===== src/rtl/core/ramr_pkg.sv =====
// Shared constants for the rational add/multiply/reduce unit.
// No dependencies; compiled first.
package ramr_pkg;

  // Operation codes carried on the input item
  localparam logic OP_ADD = 1'b0;
  localparam logic OP_MUL = 1'b1;

  // Result field widths
  localparam int RES_NUM_WIDTH = 33;
  localparam int RES_DEN_WIDTH = 31;

endpackage


===== src/rtl/core/ramr_if.sv =====
// Valid/ready channel interfaces for the operand and result items.
// Depends on ramr_pkg for the result field widths.
interface ramr_in_if #(parameter int OPERAND_WIDTH = 16);
  logic                            valid;
  logic                            ready;
  logic                            op;
  logic signed [OPERAND_WIDTH-1:0] num_a;
  logic signed [OPERAND_WIDTH-1:0] den_a;
  logic signed [OPERAND_WIDTH-1:0] num_b;
  logic signed [OPERAND_WIDTH-1:0] den_b;

  modport source (output valid, op, num_a, den_a, num_b, den_b, input ready);
  modport sink   (input valid, op, num_a, den_a, num_b, den_b, output ready);
endinterface

interface ramr_out_if;
  import ramr_pkg::*;

  logic                            valid;
  logic                            ready;
  logic signed [RES_NUM_WIDTH-1:0] res_num;
  logic        [RES_DEN_WIDTH-1:0] res_den;
  logic                            zero_den_error;

  modport source (output valid, res_num, res_den, zero_den_error, input ready);
  modport sink   (input valid, res_num, res_den, zero_den_error, output ready);
endinterface


===== src/rtl/core/ramr_divider.sv =====
// Restoring unsigned divider, one quotient bit per cycle.
// Standalone; used by rational_add_mul_reduce to divide by the gcd.
module ramr_divider #(
  parameter int WIDTH = 32
) (
  input  logic             clk,
  input  logic             rst,
  input  logic             start,
  input  logic [WIDTH-1:0] dividend,
  input  logic [WIDTH-1:0] divisor,
  output logic             done,
  output logic [WIDTH-1:0] quotient
);

  localparam int CW = $clog2(WIDTH);

  logic          busy;
  logic [CW-1:0] count;
  logic [WIDTH-1:0] rem;
  logic [WIDTH-1:0] quo;
  logic [WIDTH-1:0] dvs;

  logic [WIDTH:0]   shifted;
  logic [WIDTH:0]   diff;
  logic             ge;
  logic [WIDTH-1:0] rem_next;

  always_comb begin
    shifted  = {rem, quo[WIDTH-1]};
    diff     = shifted - {1'b0, dvs};
    ge       = ~diff[WIDTH];
    rem_next = ge ? diff[WIDTH-1:0] : shifted[WIDTH-1:0];
  end

  always_ff @(posedge clk) begin
    if (rst) begin
      busy <= 1'b0;
      done <= 1'b0;
    end else begin
      done <= 1'b0;
      if (start) begin
        busy  <= 1'b1;
        count <= '0;
        rem   <= '0;
        quo   <= dividend;
        dvs   <= divisor;
      end else if (busy) begin
        rem   <= rem_next;
        quo   <= {quo[WIDTH-2:0], ge};
        count <= count + 1'b1;
        if (count == CW'(WIDTH - 1)) begin
          busy <= 1'b0;
          done <= 1'b1;
        end
      end
    end
  end

  assign quotient = quo;

endmodule


===== src/rtl/core/rational_add_mul_reduce.sv =====
// Rational add/multiply with reduction to lowest terms.
// Depends on ramr_pkg, ramr_if (ramr_in_if, ramr_out_if) and ramr_divider.
//
//   channel   dir  handshake     payload
//   operands  in   valid/ready   op, num_a, den_a, num_b, den_b
//   result    out  valid/ready   res_num, res_den, zero_den_error
//
// One item at a time. The shared multiplier forms the denominator product,
// then the numerator product (multiply) or both cross products (add); COMBINE
// merges them, a binary gcd follows (one shift or subtract per cycle, up to
// about 8*W steps) and two restoring divisions divide both parts by the gcd.
// A zero denominator goes straight to FINISH, a zero numerator from GCD_TWO.
// Reset is synchronous; the result register holds a finished item while the
// sink stalls, and a new item is taken as soon as the unit is back to idle.
module rational_add_mul_reduce #(
  parameter int OPERAND_WIDTH = 16
) (
  input  logic       clk,
  input  logic       rst,
  ramr_in_if.sink    operands,
  ramr_out_if.source result
);
  import ramr_pkg::*;

  localparam int W  = OPERAND_WIDTH;
  localparam int M  = 2 * W;
  localparam int KW = $clog2(M + 1);
  localparam int NX = M + RES_NUM_WIDTH;
  localparam int DX = M + RES_DEN_WIDTH;

  typedef enum logic [3:0] {
    IDLE, MUL_DEN, MUL_T1, MUL_T2, COMBINE, GCD_TWO, GCD_LOOP,
    DIV_NUM, DIV_DEN, FINISH
  } state_t;

  function automatic logic [W-1:0] mag_of(logic [W-1:0] v);
    mag_of = v[W-1] ? (~v + 1'b1) : v;
  endfunction

  state_t state;

  logic         op_r;
  logic [W-1:0] na, da, nb, db;
  logic         sna, snb;
  logic [M-1:0] den_r, t1, t2, num_mag;
  logic         rneg;
  logic [M-1:0] u, v, g, q_num;
  logic [KW-1:0] k;

  logic signed [RES_NUM_WIDTH-1:0] fin_num;
  logic        [RES_DEN_WIDTH-1:0] fin_den;
  logic                            fin_err;

  logic                            out_valid;
  logic signed [RES_NUM_WIDTH-1:0] out_num;
  logic        [RES_DEN_WIDTH-1:0] out_den;
  logic                            out_err;

  // Shared multiplier
  logic [W-1:0] mul_a, mul_b;
  logic [M-1:0] prod;

  always_comb begin
    unique case (state)
      MUL_DEN: begin mul_a = da; mul_b = db; end
      MUL_T1:  begin mul_a = na; mul_b = (op_r == OP_MUL) ? nb : db; end
      default: begin mul_a = nb; mul_b = da; end
    endcase
    prod = {{W{1'b0}}, mul_a} * {{W{1'b0}}, mul_b};
  end

  // Combine the cross products (add) or take the product (multiply) into a signed magnitude
  logic [M-1:0] rmag_c;
  logic         rneg_c;

  always_comb begin
    if (op_r == OP_MUL) begin
      rmag_c = t1;
      rneg_c = sna ^ snb;
    end else if (sna == snb) begin
      rmag_c = t1 + t2;
      rneg_c = sna;
    end else if (t1 >= t2) begin
      rmag_c = t1 - t2;
      rneg_c = sna;
    end else begin
      rmag_c = t2 - t1;
      rneg_c = snb;
    end
  end

  // Divider hookup
  logic         div_start, div_done;
  logic [M-1:0] div_dividend, div_divisor, div_quo;
  logic [M-1:0] g_c;

  assign g_c          = u << k;
  assign div_start    = ((state == GCD_LOOP) && u[0] && (v == '0)) ||
                        ((state == DIV_NUM) && div_done);
  assign div_dividend = (state == GCD_LOOP) ? num_mag : den_r;
  assign div_divisor  = (state == GCD_LOOP) ? g_c : g;

  ramr_divider #(.WIDTH(M)) u_div (
    .clk      (clk),
    .rst      (rst),
    .start    (div_start),
    .dividend (div_dividend),
    .divisor  (div_divisor),
    .done     (div_done),
    .quotient (div_quo)
  );

  // Sign and resize the reduced parts
  logic [NX-1:0] num_ext, num_neg;
  logic [DX-1:0] den_ext;

  assign num_ext = {{RES_NUM_WIDTH{1'b0}}, q_num};
  assign num_neg = ~num_ext + 1'b1;
  assign den_ext = {{RES_DEN_WIDTH{1'b0}}, div_quo};

  always_ff @(posedge clk) begin
    if (rst) begin
      state     <= IDLE;
      out_valid <= 1'b0;
    end else begin
      if (out_valid && result.ready && (state != FINISH)) begin
        out_valid <= 1'b0;
      end
      unique case (state)
        IDLE: begin
          if (operands.valid) begin
            op_r <= operands.op;
            na   <= mag_of(operands.num_a);
            da   <= mag_of(operands.den_a);
            nb   <= mag_of(operands.num_b);
            db   <= mag_of(operands.den_b);
            // fold the denominator signs into the numerators
            sna  <= operands.num_a[W-1] ^ operands.den_a[W-1];
            snb  <= operands.num_b[W-1] ^ operands.den_b[W-1];
            if ((operands.den_a == '0) || (operands.den_b == '0)) begin
              fin_num <= '0;
              fin_den <= RES_DEN_WIDTH'(1);
              fin_err <= 1'b1;
              state   <= FINISH;
            end else begin
              state <= MUL_DEN;
            end
          end
        end
        MUL_DEN: begin
          den_r <= prod;
          state <= MUL_T1;
        end
        MUL_T1: begin
          t1 <= prod;
          if (op_r == OP_ADD) begin
            state <= MUL_T2;
          end else begin
            state <= COMBINE;
          end
        end
        MUL_T2: begin
          t2    <= prod;
          state <= COMBINE;
        end
        COMBINE: begin
          num_mag <= rmag_c;
          rneg    <= rneg_c;
          u       <= rmag_c;
          v       <= den_r;
          k       <= '0;
          state   <= GCD_TWO;
        end
        GCD_TWO: begin
          // finish early on a zero numerator, else strip common factors of two, counting them in k
          priority if (num_mag == '0) begin
            fin_num <= '0;
            fin_den <= RES_DEN_WIDTH'(1);
            fin_err <= 1'b0;
            state   <= FINISH;
          end else if (u[0] || v[0]) begin
            state <= GCD_LOOP;
          end else begin
            u <= u >> 1;
            v <= v >> 1;
            k <= k + 1'b1;
          end
        end
        GCD_LOOP: begin
          priority if (!u[0]) begin
            u <= u >> 1;
          end else if (v == '0) begin
            g     <= g_c;
            state <= DIV_NUM;
          end else if (!v[0]) begin
            v <= v >> 1;
          end else if (u > v) begin
            u <= v;
            v <= u - v;
          end else begin
            v <= v - u;
          end
        end
        DIV_NUM: begin
          if (div_done) begin
            q_num <= div_quo;
            state <= DIV_DEN;
          end
        end
        DIV_DEN: begin
          if (div_done) begin
            fin_num <= rneg ? num_neg[RES_NUM_WIDTH-1:0] : num_ext[RES_NUM_WIDTH-1:0];
            fin_den <= den_ext[RES_DEN_WIDTH-1:0];
            fin_err <= 1'b0;
            state   <= FINISH;
          end
        end
        FINISH: begin
          // hold until the result register is free
          if (!out_valid || result.ready) begin
            out_valid <= 1'b1;
            out_num   <= fin_num;
            out_den   <= fin_den;
            out_err   <= fin_err;
            state     <= IDLE;
          end
        end
        default: state <= IDLE;
      endcase
    end
  end

  assign operands.ready        = (state == IDLE);
  assign result.valid          = out_valid;
  assign result.res_num        = out_num;
  assign result.res_den        = out_den;
  assign result.zero_den_error = out_err;

endmodule


===== src/flat_wrapper.sv =====
// flat-port wrapper written by rule: the top's interface ports become plain ports
module rational_add_mul_reduce_flat import ramr_pkg::*;
#(
  parameter int OPERAND_WIDTH = 16
)
  (clk, rst, operands_valid, operands_op, operands_num_a, operands_den_a, operands_num_b, operands_den_b, operands_ready, result_valid, result_res_num, result_res_den, result_zero_den_error, result_ready);
  ramr_in_if #(.OPERAND_WIDTH(OPERAND_WIDTH)) operands_i ();
  ramr_out_if result_i ();
  input  logic clk;
  input  logic rst;
  input wire logic [$bits(operands_i.valid)-1:0] operands_valid;
  input wire logic [$bits(operands_i.op)-1:0] operands_op;
  input wire logic [$bits(operands_i.num_a)-1:0] operands_num_a;
  input wire logic [$bits(operands_i.den_a)-1:0] operands_den_a;
  input wire logic [$bits(operands_i.num_b)-1:0] operands_num_b;
  input wire logic [$bits(operands_i.den_b)-1:0] operands_den_b;
  output wire logic [$bits(operands_i.ready)-1:0] operands_ready;
  output wire logic [$bits(result_i.valid)-1:0] result_valid;
  output wire logic [$bits(result_i.res_num)-1:0] result_res_num;
  output wire logic [$bits(result_i.res_den)-1:0] result_res_den;
  output wire logic [$bits(result_i.zero_den_error)-1:0] result_zero_den_error;
  input wire logic [$bits(result_i.ready)-1:0] result_ready;
  assign operands_i.valid = operands_valid;
  assign operands_i.op = operands_op;
  assign operands_i.num_a = operands_num_a;
  assign operands_i.den_a = operands_den_a;
  assign operands_i.num_b = operands_num_b;
  assign operands_i.den_b = operands_den_b;
  assign operands_ready = operands_i.ready;
  assign result_valid = result_i.valid;
  assign result_res_num = result_i.res_num;
  assign result_res_den = result_i.res_den;
  assign result_zero_den_error = result_i.zero_den_error;
  assign result_i.ready = result_ready;
  rational_add_mul_reduce #(.OPERAND_WIDTH(OPERAND_WIDTH)) u_core (.clk(clk), .rst(rst), .operands(operands_i), .result(result_i));
endmodule

===== config.mk =====
export PLATFORM = sky130hd
export DESIGN_NAME = rational_add_mul_reduce_flat
export DESIGN_NICKNAME = d
export VERILOG_FILES = /design/src/rtl/core/ramr_pkg.sv /design/src/rtl/core/ramr_if.sv /design/src/rtl/core/ramr_divider.sv /design/src/rtl/core/rational_add_mul_reduce.sv /design/src/flat_wrapper.sv
export SDC_FILE = /design/constraint.sdc
export NUM_CORES = 2
export LEC_CHECK = 0
export BUFFER_PORTS_ARGS = -buffer_cell sky130_fd_sc_hd__buf_2
export CAP_MARGIN = 20
export CORE_MARGIN = 8
export CORE_UTILIZATION = 50
export DETAILED_ROUTE_END_ITERATION = 10
export PLACE_DENSITY = 0.78
export SLEW_MARGIN = 20
export SYNTH_ARGS = -nofsm -noshare
export SYNTH_HDL_FRONTEND = slang
export SYNTH_SLANG_ARGS = --single-unit

===== constraint.sdc =====
create_clock -name clk -period 12.95 [get_ports clk]
set_clock_uncertainty 0.2 [all_clocks]
set_input_delay 2.59 -clock clk [delete_from_list [all_inputs] [get_ports clk]]
set_output_delay 2.59 -clock clk [all_outputs]
set_load 0.01 [all_outputs]

==> qor.yml <==
ys_types: 79
wirelength_um: 120000
r2r_start: "u_core.state[0]"
overflow: 0
slew_violations: 0
cpMostUsedCell: "fa_1"
ys_seq_elements: 568
max_stage_delay_ns: 0.64
start_kind: "flop"
syn_nets: 4951
critical_path.max_fanout: 32
synth_area_mm2: 0.0430
synth_adder_area_share: 0.181
timing.fmax_ghz: 0.108
yosysWarningCount: 0
portBuffers: 135
final_cells: 5617
start_util: 0.505
clock_sinks: 568
placed_cells: 5504
tightestPinTransition_ns: 1.08
final_antenna_net_count: 0
hold_buffers: 0
synthMuxAreaShare: 0.0400
synthToLayoutAreaGrowth_pct: 9.39
hpwlAfterDp_um: 93800
cp.required_ns: 13.11
ys.flop_type: "edfxtp_1"
pin_count: 136
rsz0062_at_grt: "false"
clock_latency_ns: 0.66
synth.area.top_cells: "edfxtp_1, fa_1, ha_1"
clk_pin_slew_worst_paths_ns: 0.06
gp_congestion: 1.00
rows: 107
ys_seq_area_frac: 0.395
hold_path.class: "flop to flop"
path_class: "flop to flop"
synth_cells: 4380
worst_ep_arrival_time_ns: 9.40
hold_viol: 0
synth_compound_area_frac: 0.148
root_buffer: "clkbuf_16"
drt-initial-drc-count: 3588
yosys.area_share.simple: 0.137
synth_top_family_by_area: "adder cells"
final.setup.tns_ns: 0
relSlewSlack: 0.277
post_cts_buffers: 0
cts_buffers: 61
min_from: "u_core.fin_num[30]"
drt_pre_antenna_iters: 6
htreeDepth: 2
drc_errors: 0
vias: 33785
critPathLaunch: "u_core.state[0]"
wl_per_cell_um: 21.4
grt_max_degree: 98
synth.top_cells.by_count: "edfxtp_1, nand2_1, inv_1"
async_flop_share: 0
grt_pass1_wl_um: 187000
synth_xor_area_frac: 0.0425
setup_viol: 0
cts-resized-gates: 0
end_kind: "flop"
clk_path_buf_depth: 3
layout_min_cycle_time_ns: 9.23
yosysMostFrequentCell: "edfxtp_1"
drive_gt1_frac: 0.0879
run_status: "finished, final reports clean"
grt.total_usage: 0.247
grt_pass1_vias: 32922
yosys.area.top_type: "edfxtp_1"
via_per_inst: 6.01
tritoncts: "done"
finalNetCount: 4994
die_w_um: 309
grt_antenna_before_repair: 0
fp.coreArea_mm2: 0.0853
synth_edf_count: 561
synth_top_area_frac: 0.391
die-area_mm2: 0.0957
max_cap_violations: 0
min_period_over_period: 0.713
die_h_um: 309
avgSynthCellArea_um2: 9.83
cp_slowest_cell: "dfxtp_1"
-- worst max-delay path, delay by kind of cell (launching register included) --
kind	cells	cell delay [ns]
flops	1	0.64
buf+inv	4	0.38
fa+ha+maj	7	3.37
simple gates	7	1.58
xor+xnor	1	0.13
compound gates	10	2.63
-- metal layers --
layer  track usage  up-vias  part of all wire
met5             0        -                 0
met4         0.103        0             0.049
met3        0.0430      357             0.090
met2         0.408     1683              0.46
met1         0.320    16263              0.40
li1              -    15482                 -
-- path summary, 6_finish.rpt --
| path | to | slack (ns) | cells past startpoint |
|---|---|---|---|
| max reg2reg | u_core.t2[31] | 3.72 | 29 |
| min reg2reg | u_core.result.res_num[30] | 0.22 | 0 |
| min | u_core.result.res_num[30] | 0.22 | 0 |
| max | u_core.t2[31] | 3.72 | 29 |
-- cell families (layout without fill, tap and decap cells) --
family | count (synthesis) | in the layout
simple gates | 1320 | 1320
compound gates | 991 | 991
buf+inv | 649 | 741
flops | 568 | 568
fa+ha+maj | 502 | 502
xor+xnor | 209 | 209
mux | 141 | 141
other cells | 0 | 1
-- per-stage QoR --
step | utilization | cell area (um2) | hold slack, ns | setup slack, ns
after floorplan | - | 43000 | 0.200 | 1.66
after global placement | 0.527 | 44900 | 0.204 | 3.83
after detailed placement | 0.527 | 44900 | 0.205 | 3.49
after CTS | 0.552 | 47100 | 0.218 | 3.42
after global routing | 0.552 | 47100 | 0.222 | 3.10
final | 0.552 | 47100 | 0.218 | 3.72
-- layout by cell type, fill, tap and decap left out, types with 50 or more instances in the layout --
cell and count:
a21oi_1 257, a21o_1 86, nand2_1 509, nor2_1 423, and2_1 71, mux2i_1 92
xnor2_1 136, a211oi_1 50, buf_2 135, fa_1 200, a22oi_1 66, ha_1 302
xor2_1 70, a31oi_1 52, nor3_1 50, o21ai_0 212, edfxtp_1 561, clkbuf_16 62
inv_1 444
-- cell type report --
class,count,area (um2)
Timing Repair Buffer,182,1030
Tap cell,1144,1430
Clock inverter,43,559
Inverter,447,1680
Multi-Input combinational cell,3163,23800
Antenna cell,1,2.50
Sequential cell,568,17000
Clock buffer,69,1580
Fill cell,7270,38200
Power is not shown: default switching activity piles up to over one toggle a cycle in this logic, so the estimate is an artifact.
